`config.mk`:
```
export PLATFORM = sky130hd
export DESIGN_NAME = id_number_date_and_check_digit_validator_unit
export DESIGN_NICKNAME = d
export VERILOG_FILES = /design/src/hw/rtl/idv_pkg.sv /design/src/hw/rtl/idv_bin2bcd.sv /design/src/hw/rtl/id_number_date_and_check_digit_validator_unit.sv
export SDC_FILE = /design/constraint.sdc
export NUM_CORES = 2
export LEC_CHECK = 0
export CAP_MARGIN = 20
export CORE_MARGIN = 5
export CORE_UTILIZATION = 45
export CTS_BUF_LIST = sky130_fd_sc_hd__clkbuf_4 sky130_fd_sc_hd__clkbuf_8
export DETAILED_ROUTE_END_ITERATION = 8
export DONT_BUFFER_PORTS = 1
export HOLD_SLACK_MARGIN = 0.03
export PLACE_DENSITY = 0.7
export SYNTH_ARGS = -nofsm -noshare
export SYNTH_HDL_FRONTEND = slang
export SYNTH_SLANG_ARGS = --single-unit
```
`constraint.sdc`:
```
create_clock -name clk_i -period 15.9 [get_ports clk_i]
set_input_delay 3.18 -clock clk_i [delete_from_list [all_inputs] [get_ports clk_i]]
set_output_delay 3.18 -clock clk_i [all_outputs]
set_load 0.05 [all_outputs]
```
`src/hw/rtl/idv_pkg.sv`:
```
// Package for the ID number date and check digit validator.
// Holds widths, status codes and the digit helpers used by the converter
// and by the check stages. No dependencies.
`default_nettype none

package idv_pkg;

  localparam int unsigned IdBits       = 44;
  localparam int unsigned NumDigits    = 13;
  localparam int unsigned DigitBits    = 4;
  localparam int unsigned BcdBits      = NumDigits * DigitBits;
  localparam int unsigned BitsPerStage = 4;
  localparam int unsigned DabbleStages = IdBits / BitsPerStage;
  localparam int unsigned ConvStages   = DabbleStages + 1;
  localparam int unsigned SumBits      = 9;
  localparam int unsigned QuotBits     = 6;
  localparam int unsigned ModMul       = 186;
  localparam int unsigned ModShift     = 11;
  localparam int unsigned Modulus      = 11;

  localparam logic [IdBits-1:0] IdMaxValue = 44'd9999999999999;

  typedef enum logic [1:0] {
    ST_VALID     = 2'd0,
    ST_BAD_DATE  = 2'd1,
    ST_BAD_CHECK = 2'd2,
    ST_TOO_LONG  = 2'd3
  } idv_status_e;

  typedef struct packed {
    logic [IdBits-1:0]  bin;
    logic [BcdBits-1:0] bcd;
    logic               ovf;
  } idv_conv_t;

  typedef struct packed {
    logic [BcdBits-1:0] bcd;
    logic               ovf;
  } idv_digits_t;

  // d0 is the most significant digit
  function automatic logic [DigitBits-1:0] get_digit(input logic [BcdBits-1:0] bcd,
                                                     input int unsigned idx);
    return bcd[DigitBits*(NumDigits-1-idx) +: DigitBits];
  endfunction

  function automatic logic [BcdBits-1:0] dabble_step(input logic [BcdBits-1:0] bcd,
                                                     input logic bit_in);
    logic [BcdBits-1:0] adj;
    adj = bcd;
    for (int i = 0; i < NumDigits; i++) begin
      if (bcd[DigitBits*i +: DigitBits] >= 4'd5) begin
        adj[DigitBits*i +: DigitBits] = bcd[DigitBits*i +: DigitBits] + 4'd3;
      end
    end
    return {adj[BcdBits-2:0], bit_in};
  endfunction

  function automatic logic [4:0] month_len(input logic [3:0] month);
    logic [4:0] len;
    case (month)
      4'd1, 4'd3, 4'd5, 4'd7, 4'd8, 4'd10, 4'd12: len = 5'd31;
      4'd4, 4'd6, 4'd9, 4'd11:                     len = 5'd30;
      4'd2:                                        len = 5'd28;
      default:                                     len = 5'd0;
    endcase
    return len;
  endfunction

  function automatic logic date_check(input logic [BcdBits-1:0] bcd);
    logic [DigitBits-1:0] d0, d1, d2, d3, d4, d5, d6;
    logic [6:0]           day;
    logic [6:0]           month;
    logic [1:0]           low2;
    logic                 leap;
    logic [4:0]           limit;
    d0    = get_digit(bcd, 0);
    d1    = get_digit(bcd, 1);
    d2    = get_digit(bcd, 2);
    d3    = get_digit(bcd, 3);
    d4    = get_digit(bcd, 4);
    d5    = get_digit(bcd, 5);
    d6    = get_digit(bcd, 6);
    day   = {3'b000, d0} * 7'd10 + {3'b000, d1};
    month = {3'b000, d2} * 7'd10 + {3'b000, d3};
    // year mod 4 follows from 2*tens + ones
    low2  = {d5[0], 1'b0} + d6[1:0];
    leap  = ((low2 == 2'd0) && ((d5 != 4'd0) || (d6 != 4'd0))) ||
            ((d5 == 4'd0) && (d6 == 4'd0) && (d4[1:0] == 2'd0));
    limit = month_len(month[3:0]);
    if ((month == 7'd2) && leap) begin
      limit = limit + 5'd1;
    end
    return ({d4, d5, d6} != 12'd0) && (month >= 7'd1) && (month <= 7'd12) &&
           (day >= 7'd1) && (day <= {2'b00, limit});
  endfunction

  function automatic logic [SumBits-1:0] weighted_sum(input logic [BcdBits-1:0] bcd);
    logic [SumBits-1:0] acc;
    logic [4:0]         pair;
    acc = '0;
    for (int i = 0; i < 6; i++) begin
      pair = {1'b0, get_digit(bcd, i)} + {1'b0, get_digit(bcd, i + 6)};
      acc  = acc + {4'b0000, pair} * SumBits'(7 - i);
    end
    return acc;
  endfunction

endpackage

`default_nettype wire

```
`src/hw/rtl/idv_bin2bcd.sv`:
```
// Pipelined binary to BCD converter, four shift-add-3 steps per stage.
// Flags inputs above thirteen digits. Depends on idv_pkg.
`default_nettype none

module idv_bin2bcd
  import idv_pkg::*;
(
  input  wire logic              clk_i,
  input  wire logic              rst_ni,
  input  wire logic              in_valid_i,
  output logic                   in_ready_o,
  input  wire logic [IdBits-1:0] id_number_i,
  output logic                   out_valid_o,
  input  wire logic              out_ready_i,
  output idv_digits_t            out_digits_o
);

  logic      valid_q [ConvStages];
  idv_conv_t stage_q [ConvStages];
  logic      en      [ConvStages];

  always_comb begin
    en[ConvStages-1] = !valid_q[ConvStages-1] || out_ready_i;
    for (int s = ConvStages - 2; s >= 0; s--) begin
      en[s] = !valid_q[s] || en[s+1];
    end
  end

  assign in_ready_o = en[0];

  always_ff @(posedge clk_i or negedge rst_ni) begin
    if (!rst_ni) begin
      valid_q[0] <= 1'b0;
    end else if (en[0]) begin
      valid_q[0] <= in_valid_i;
    end
  end

  always_ff @(posedge clk_i) begin
    if (en[0] && in_valid_i) begin
      stage_q[0].bin <= id_number_i;
      stage_q[0].bcd <= '0;
      stage_q[0].ovf <= id_number_i > IdMaxValue;
    end
  end

  for (genvar s = 1; s < ConvStages; s++) begin : g_stage
    idv_conv_t nxt;

    always_comb begin
      nxt = stage_q[s-1];
      for (int j = 0; j < BitsPerStage; j++) begin
        nxt.bcd = dabble_step(nxt.bcd, nxt.bin[IdBits-1]);
        nxt.bin = {nxt.bin[IdBits-2:0], 1'b0};
      end
    end

    always_ff @(posedge clk_i or negedge rst_ni) begin
      if (!rst_ni) begin
        valid_q[s] <= 1'b0;
      end else if (en[s]) begin
        valid_q[s] <= valid_q[s-1];
      end
    end

    always_ff @(posedge clk_i) begin
      if (en[s] && valid_q[s-1]) begin
        stage_q[s] <= nxt;
      end
    end
  end

  assign out_valid_o      = valid_q[ConvStages-1];
  assign out_digits_o.bcd = stage_q[ConvStages-1].bcd;
  assign out_digits_o.ovf = stage_q[ConvStages-1].ovf;

endmodule

`default_nettype wire

```
`src/hw/rtl/id_number_date_and_check_digit_validator_unit.sv`:
```
// Top level of the ID number date and check digit validator.
// Pipeline from input accept to result valid: 12 conversion stages, then
// date/sum, quotient, remainder and status stages.
// Throughput: one item per cycle while out_ready_i is high; every stage advances
// when it is empty or its successor advances. Reset clears all stage valid bits.
// Depends on idv_pkg and idv_bin2bcd.
`default_nettype none

module id_number_date_and_check_digit_validator_unit
  import idv_pkg::*;
(
  input  wire logic              clk_i,
  input  wire logic              rst_ni,
  input  wire logic              in_valid_i,
  output logic                   in_ready_o,
  input  wire logic [IdBits-1:0] id_number_i,
  output logic                   out_valid_o,
  input  wire logic              out_ready_i,
  output logic                   is_valid_o,
  output logic [1:0]             status_o
);

  typedef struct packed {
    logic                 date_ok;
    logic [SumBits-1:0]   sum;
    logic [DigitBits-1:0] check_digit;
    logic                 ovf;
  } idv_sum_t;

  typedef struct packed {
    logic                 date_ok;
    logic [SumBits-1:0]   sum;
    logic [QuotBits-1:0]  quot;
    logic [DigitBits-1:0] check_digit;
    logic                 ovf;
  } idv_quot_t;

  typedef struct packed {
    logic                 date_ok;
    logic [3:0]           rem;
    logic [DigitBits-1:0] check_digit;
    logic                 ovf;
  } idv_rem_t;

  logic        conv_valid;
  idv_digits_t conv_digits;

  logic        a_valid_q, b_valid_q, c_valid_q, d_valid_q;
  idv_sum_t    a_q;
  idv_quot_t   b_q;
  idv_rem_t    c_q;
  logic        is_valid_q;
  idv_status_e status_q;
  logic        en_a, en_b, en_c, en_d;

  logic [SumBits+8-1:0] prod;
  logic [SumBits-1:0]   q_times_m;
  logic [4:0]           rem_raw;
  logic [3:0]           rem_d;
  logic [3:0]           k;
  idv_status_e          status_d;

  idv_bin2bcd u_bin2bcd (
    .clk_i       (clk_i),
    .rst_ni      (rst_ni),
    .in_valid_i  (in_valid_i),
    .in_ready_o  (in_ready_o),
    .id_number_i (id_number_i),
    .out_valid_o (conv_valid),
    .out_ready_i (en_a),
    .out_digits_o(conv_digits)
  );

  assign en_d = !d_valid_q || out_ready_i;
  assign en_c = !c_valid_q || en_d;
  assign en_b = !b_valid_q || en_c;
  assign en_a = !a_valid_q || en_b;

  always_ff @(posedge clk_i or negedge rst_ni) begin
    if (!rst_ni) begin
      a_valid_q <= 1'b0;
      b_valid_q <= 1'b0;
      c_valid_q <= 1'b0;
      d_valid_q <= 1'b0;
    end else begin
      if (en_a) begin
        a_valid_q <= conv_valid;
      end
      if (en_b) begin
        b_valid_q <= a_valid_q;
      end
      if (en_c) begin
        c_valid_q <= b_valid_q;
      end
      if (en_d) begin
        d_valid_q <= c_valid_q;
      end
    end
  end

  // s mod 11 by reciprocal: quotient is low by at most one
  assign prod      = {8'd0, b_q.sum} * (SumBits + 8)'(ModMul);
  assign q_times_m = {3'b000, b_q.quot} * SumBits'(Modulus);
  assign rem_raw   = 5'(b_q.sum - q_times_m);
  assign rem_d     = (rem_raw >= 5'(Modulus)) ? 4'(rem_raw - 5'(Modulus)) : rem_raw[3:0];

  assign k = (c_q.rem == 4'd0) ? 4'd0 : 4'(4'(Modulus) - c_q.rem);

  always_comb begin
    if (c_q.ovf) begin
      status_d = ST_TOO_LONG;
    end else if (!c_q.date_ok) begin
      status_d = ST_BAD_DATE;
    end else if (k != c_q.check_digit) begin
      status_d = ST_BAD_CHECK;
    end else begin
      status_d = ST_VALID;
    end
  end

  always_ff @(posedge clk_i) begin
    if (en_a && conv_valid) begin
      a_q.date_ok     <= date_check(conv_digits.bcd);
      a_q.sum         <= weighted_sum(conv_digits.bcd);
      a_q.check_digit <= get_digit(conv_digits.bcd, NumDigits - 1);
      a_q.ovf         <= conv_digits.ovf;
    end
    if (en_b && a_valid_q) begin
      b_q.date_ok     <= a_q.date_ok;
      b_q.sum         <= a_q.sum;
      b_q.quot        <= QuotBits'(({8'd0, a_q.sum} * (SumBits + 8)'(ModMul)) >> ModShift);
      b_q.check_digit <= a_q.check_digit;
      b_q.ovf         <= a_q.ovf;
    end
    if (en_c && b_valid_q) begin
      c_q.date_ok     <= b_q.date_ok;
      c_q.rem         <= rem_d;
      c_q.check_digit <= b_q.check_digit;
      c_q.ovf         <= b_q.ovf;
    end
    if (en_d && c_valid_q) begin
      status_q   <= status_d;
      is_valid_q <= status_d == ST_VALID;
    end
  end

  assign out_valid_o = d_valid_q;
  assign is_valid_o  = is_valid_q;
  assign status_o    = status_q;

  ap_valid_matches_status: assert property (@(posedge clk_i) disable iff (!rst_ni)
    out_valid_o |-> (is_valid_o == (status_o == ST_VALID)))
    else $error("is_valid disagrees with status");

  ap_too_long_reported: assert property (@(posedge clk_i) disable iff (!rst_ni)
    (en_d && c_valid_q && c_q.ovf) |=> (out_valid_o && status_o == ST_TOO_LONG))
    else $error("overlong number not reported");

  ap_rem_in_range: assert property (@(posedge clk_i) disable iff (!rst_ni)
    (en_c && b_valid_q) |-> (rem_d < 4'(Modulus) && prod[SumBits+8-1:ModShift] == b_q.quot))
    else $error("mod 11 remainder out of range");

endmodule

`default_nettype wire
```
* Word-level counts from Yosys, hierarchy flattened
Memories as Yosys holds them, arrays and structs flattened.
Cells that the tools add are included.
** Storage, ports and cells
- ROM bits :: 80
- Bits in writable memories :: 1164
- Output and inout bits :: 5
- Logic and storage cells :: 1882
- Memories :: 2
- Input bits :: 48
- Bits in latches :: 0
- Flip-flop bits (word level) :: 61
** Memories
- u_bin2bcd.stage_q :: depth 12, bits a word 97, read ports 12, clocked after memory_dff 0, write ports 12, RTL line idv_bin2bcd.sv:19 : idv_conv_t stage_q [ConvStages];
- (name not given) :: depth 16, bits a word 5, read ports 1, clocked after memory_dff 0, write ports 0, RTL line idv_pkg.sv:61 : case (month)
** Operators by class
- Multipliers :: 8
- $lt $le $gt $ge :: 578
- Mux-type cells :: 604
- Div/mod/pow operators :: 0
- Shift-type cells :: 0
- Bitwise operators :: 0
- $add $sub $neg :: 590
- Eq/ne operators :: 2
- Reduce and logical (&&, ||, !) cells :: 67
** Operator list (number)
- 4-bit by 3-bit >= comparator with 1-bit output (second input constant) :: 572
- 4-bit two-way mux :: 530
- 4-bit by 2-bit adder with 4-bit output (second input constant) :: 528
- 3-bit by 2-bit adder with 3-bit output (second input constant) :: 44
- 3-bit two-way mux :: 44
- 44-bit greater-than comparator (second input constant) :: 1
- 4-bit by 4-bit adder with 5-bit output :: 6
- 1-bit logical AND :: 24
- 1-bit two-way mux :: 24
- 9-bit by 7-bit adder with 9-bit output :: 2
- 1-bit logical OR :: 18
- 1-bit zero test :: 16
- 5-bit by 3-bit multiplier with 8-bit output (second input constant) :: 2
- 9-bit by 7-bit multiplier with 16-bit output (second input constant) :: 1
- 5-bit two-way mux :: 3
- 7-bit by 4-bit adder with 7-bit output :: 2
- 7-bit by 1-bit >= comparator with 1-bit output (second input constant) :: 2
- 5-bit by 2-bit multiplier with 7-bit output (second input constant) :: 2
- 4-bit zero test :: 3
- 4-bit by 3-bit multiplier with 6-bit output (second input constant) :: 2
- 12-bit nonzero test :: 1
- 8-bit by 8-bit adder with 9-bit output :: 1
- 9-bit by 6-bit adder with 9-bit output :: 1
- 9-bit by 8-bit adder with 9-bit output :: 1
- other kinds (14) :: 19

* Logic depth before layout (Yosys ltp)
- Depth after elaboration :: 20
- Depth in mapped cells :: 23
- Depth with buffers taken out :: 23

* Cells and area by module
A second synthesis with hierarchy kept.
** Second synthesis, totals
- Cells, all modules :: 6202
- Area total of the unflattened synthesis :: 57378.8 µm²
** By module, submodules not included
- idv_bin2bcd :: times used 1, area each 51245.4 µm², cells each 5642, seq. area each 18738.0 µm²
- id_number_date_and_check_digit_validator_unit :: times used 1, area each 6133.4 µm², cells each 560, seq. area each 1421.4 µm²

* Worst setup path before layout
OpenSTA, ideal clock, no wires.
- Path type :: input to register
- Start point :: input port out_ready_i
- End point :: memory u_bin2bcd.stage_q[1][100] (netlist bit), enable pin
- Setup time :: 0.538 ns
- Stages on the path :: 6
- Required time :: 15.362 ns
- Path buffers :: 0
- Setup slack :: 7.998 ns
- Arrival :: 7.365 ns
- Cell sequence :: nor2b_1 > nand3_1 > nor2_1 > nand4_1 > nor2_1 > a21boi_0
** RTL lines
- from (decl) :: RTL line id_number_date_and_check_digit_validator_unit.sv:18 : input wire logic out_ready_i,
- to (decl) :: RTL line idv_bin2bcd.sv:19

* Worst setup path in the final report
- Start point :: input port out_ready_i
- End point :: output port in_ready_o
** On the way
- Cells in the longest elaborated chain, start to end :: 16
** Ends and longest elaborated chain
- 1-bit logical OR :: RTL line id_number_date_and_check_digit_validator_unit.sv:74 : assign en_d = !d_valid_q || out_ready_i;
- 1-bit logical OR :: RTL line id_number_date_and_check_digit_validator_unit.sv:75 : assign en_c = !c_valid_q || en_d;
- 1-bit logical OR :: RTL line id_number_date_and_check_digit_validator_unit.sv:76 : assign en_b = !b_valid_q || en_c;
- 1-bit logical OR :: RTL line id_number_date_and_check_digit_validator_unit.sv:77 : assign en_a = !a_valid_q || en_b;
- 1-bit logical OR :: RTL line idv_bin2bcd.sv:23 : en[ConvStages-1] = !valid_q[ConvStages-1] || out_ready_i;
- 1-bit logical OR (11 in series) :: RTL line idv_bin2bcd.sv:25 : en[s] = !valid_q[s] || en[s+1];
- to (decl) :: RTL line id_number_date_and_check_digit_validator_unit.sv:15 : output logic in_ready_o,
Every way passes these cells.

==> key figures <==
Final layout
  • Area of the multi-input gates: roughly 0.035 sq mm
  • Final Net Count: 6716
  • Design area: 0.0624 sq mm
  • Layout cells sized above 1: roughly 8%
  • Area growth syn-to-layout: 8.13%
  • Storage cell area: slightly above 0.02 sq mm
  • Most common cell after layout, fill and taps aside: ha_1
  • Most frequent cells in the layout: ha_1, inv_1, edfxtp_1
  • Filler cell count: about 11k

Critical path
  • Critical Path Stages: 7
  • Buf/Inv on CP: 0
  • R2r setup slk: approximately 10 ns
  • CP most frequent cell: nand3_1
  • CP endpoint: in_ready_o
  • Crit Path Category: in -> out
  • Critical path origin: out_ready_i
  • Max incr delay on CP: ~0.47 ns
  • Crit end category: output pin
  • Worst-path maximum fanout: 6
  • Worst EP required: ~13 ns
  • Worst Reg2Reg Path Length in Cells: 16
  • Slowest stage cell on the critical path: nand3_1
  • Startpoint type of the worst setup path: primary input
  • Crit-path cells: nor2b_1, nand3_1, nor2_1, nand3_1, nor2_1, and2_1, nand3_1
  • Worst r2r src: u_bin2bcd.stage_q[2][340]$_DFFE_PP_
  • Reg-to-reg endpoint: a_q[13]$_DFFE_PP_
  • CP delay by family, top: simple AND/OR/NAND/NOR gates
  • Worst path arrival time: 5.30 ns

CTS
  • H-tree depth: 3
  • Cts repair resizes: 0
  • Worst-path clk slew: around 0.070 ns
  • CTS tree: done
  • Clock root buffer: clkbuf_8
  • Clock tree buffer depth: 3
  • Setup Buffers After CTS: 0
  • Worst skew pair latency: 0.82 ns
  • TritonCTS sink count: around 670
  • Post-CTS Hold Buffers: 0
  • Num CTS Buffers: between 100 and 150

Global route
  • Number of global-route vias before repair: between 30k and 40k
  • Grt total ovfl: 0
  • Global-route wire length before repair: between 150000 and 200000 microns
  • Largest net degree at the start of global routing: 58
  • GRT Util Overall: 14.8%
  • Initial antenna violation count: 1

Synth
  • Seq/Total Area, Yosys: between 30% and 40%
  • Synth top area cells: edfxtp_1, ha_1, mux2i_1
  • Flops & latches, synth: ~670
  • EDFF count, synth: about 660
  • Synth top area share: 34.2%
  • Synth Net Count: 6620
  • Commonest register cell after synthesis: edfxtp_1
  • Most area-hungry cell type in the Yosys netlist: edfxtp_1
  • Netlist cell types: 98
  • Syn Area/Cell: between 9 and 10 sq um
  • Gate Count Post-Synth: approximately 5.8k
  • YS warnings: 0
  • Async SR Flop Fraction: under 10%
  • Mapped Area: between 0.05 and 0.06 sq mm

STA
  • Setup_tns: 0 ns
  • Worst-margin pin slew: around 1 ns
  • Period utilization: 53.4%
  • Slew Viols, Final: 0
  • Tmin final: roughly 8.5 ns
  • Rel. slew slack: about 34%
  • Worst Slack Setup Final: approximately 7.4 ns
  • Count of final hold-check violations: 0
  • Final Setup Violations: 0
  • Fin Clk Skew: approximately 0.063 ns
  • F_max: between 100 and 150 MHz
  • Unrepaired setup endpoints after global routing: false

Detailed routing
  • Routed length per instance: roughly 14 microns
  • Drt first-iter violations: about 1.5k
  • Final WL: about 100000 microns
  • Met3 routed WL: 2600 microns
  • Top Layer Used: met4
  • Vias per inst: 5.29
  • Met1 WL: 43900 microns
  • Met2 wire length: ~54000 microns
  • DR vias: 40.4k
  • ANT nets after route: 0
  • Remaining DRCs: 0
  • DR pass1 iterations: 5

Placement
  • IO buf count: 0
  • Pre-CTS setup slack: 7.44 ns
  • Post-place instance area: 0.0598 sq mm
  • GPL Wtd Cong: between 0.8 and 0.9
  • Hpwl dp: 80800 microns

Run status
  • Status: complete, no violations

Floorplanning
  • Core area: around 0.13 sq mm
  • Die height: ~370 microns
  • I/O pins: between 50 and 60
  • Floorplan row count: about 130
  • Die area: between 0.1 and 0.15 sq mm
  • Initial Utilization: a little under half
  • Die X: ~370 microns

Flow run
  • Number of max-cap violations: 0

Hold path
  • Min-Delay Path Class: reg -> reg
==> flip-flops by register name, summed over array words and instances (netlist names) <==
signal and cells:
c_valid_q 1, out_valid_o 1, u_bin2bcd.out_valid_o 1, u_bin2bcd.stage_q 614, b_q 16, c_q 10
is_valid_o 1, a_q 15, a_valid_q 1, status_o 2, u_bin2bcd.valid_q 11, b_valid_q 1
==> cells by family (layout without fill, tap and decap cells) <==
| group | after synthesis | in the layout | synth area share [%] |
|---|---|---|---|
| mux | 474 | 474 | 8.47 |
| simple gates | 1519 | 1519 | 13.7 |
| flops | 674 | 674 | 34.9 |
| buf+inv | 703 | 893 | 4.60 |
| other cells | 0 | 2 | 0 |
| xor+xnor | 302 | 302 | 4.58 |
| fa+ha+maj | 797 | 797 | 18.1 |
| compound gates | 1306 | 1306 | 15.6 |
==> routing by layer <==
| metal | GRT usage, % | vias up |
|---|---|---|
| met4 | 4.50 | 0 |
| met2 | 28.7 | 381 |
| met1 | 16.6 | 18972 |
| li1 | - | 20876 |
| met3 | 2.06 | 166 |
| met5 | 0 | - |
==> area by class of cell <==
type                    instances  area share (%)
multi-input cells            4398            56.0
clock buffers                 149            3.01
diodes                          2         0.00802
well taps                    1662            3.33
inverters                     672            4.04
clock inverters                59            1.06
flip-flops and latches        674            32.3
repair buffers                 13           0.216
==> synth_stat cells (40+ instances only) <==
cell / count
nand2_1: 385
nor2b_1: 135
xnor2_1: 247
or3_1: 40
and2_1: 44
fa_1: 66
o21ai_0: 177
edfxtp_1: 658
a21boi_1: 81
ha_1: 731
or2_2: 60
nor3_1: 152
nor2_1: 262
inv_1: 658
nor3b_1: 77
a21o_1: 114
o31ai_1: 74
o21ai_1: 86
nand2b_1: 259
mux2_2: 89
a211oi_1: 80
xor2_1: 55
o211ai_1: 41
mux2i_1: 369
a21bo_2: 54
a21oi_1: 296
==> worst min-delay path by stage <==
stage / cells after the start / from / to
3_3_place_gp: 0 / u_bin2bcd.stage_q[0][79]$_DFFE_PP_ / u_bin2bcd.stage_q[0][180]$_DFFE_PP_
4_1_cts: 0 / a_q[4]$_DFFE_PP_ / b_q[4]$_DFFE_PP_
2_1_floorplan: 0 / u_bin2bcd.stage_q[2][291]$_DFFE_PP_ / a_q[0]$_DFFE_PP_
6_report: 0 / u_bin2bcd.stage_q[0][265]$_DFFE_PP_ / u_bin2bcd.stage_q[0][366]$_DFFE_PP_
5_1_grt: 0 / u_bin2bcd.stage_q[0][73]$_DFFE_PP_ / u_bin2bcd.stage_q[0][174]$_DFFE_PP_
3_5_place_dp: 0 / a_q[0]$_DFFE_PP_ / b_q[0]$_DFFE_PP_
==> worst register-to-register path: cells and delay by family (launching register included) <==
family / cells / cell delay [ns]
AOI/OAI and AO/OA: 4 / 0.69
buffers and inverters: 2 / 0.21
xor gates and xnor gates: 2 / 0.37
adders and majority gates: 8 / 3.49
DFF: 1 / 0.44
==> metrics by stage <==
step	utilization [%]	instances	hold slack, ns
after floorplan	-	5775	0.400
after global placement	46.9	7416	0.401
after detailed placement	46.9	7416	0.405
after CTS	48.9	7624	0.409
after global routing	48.9	7629	0.409
final	48.9	7629	0.407
Power is not shown: default switching activity piles up to over one toggle a cycle in this logic, so the estimate is an artifact.
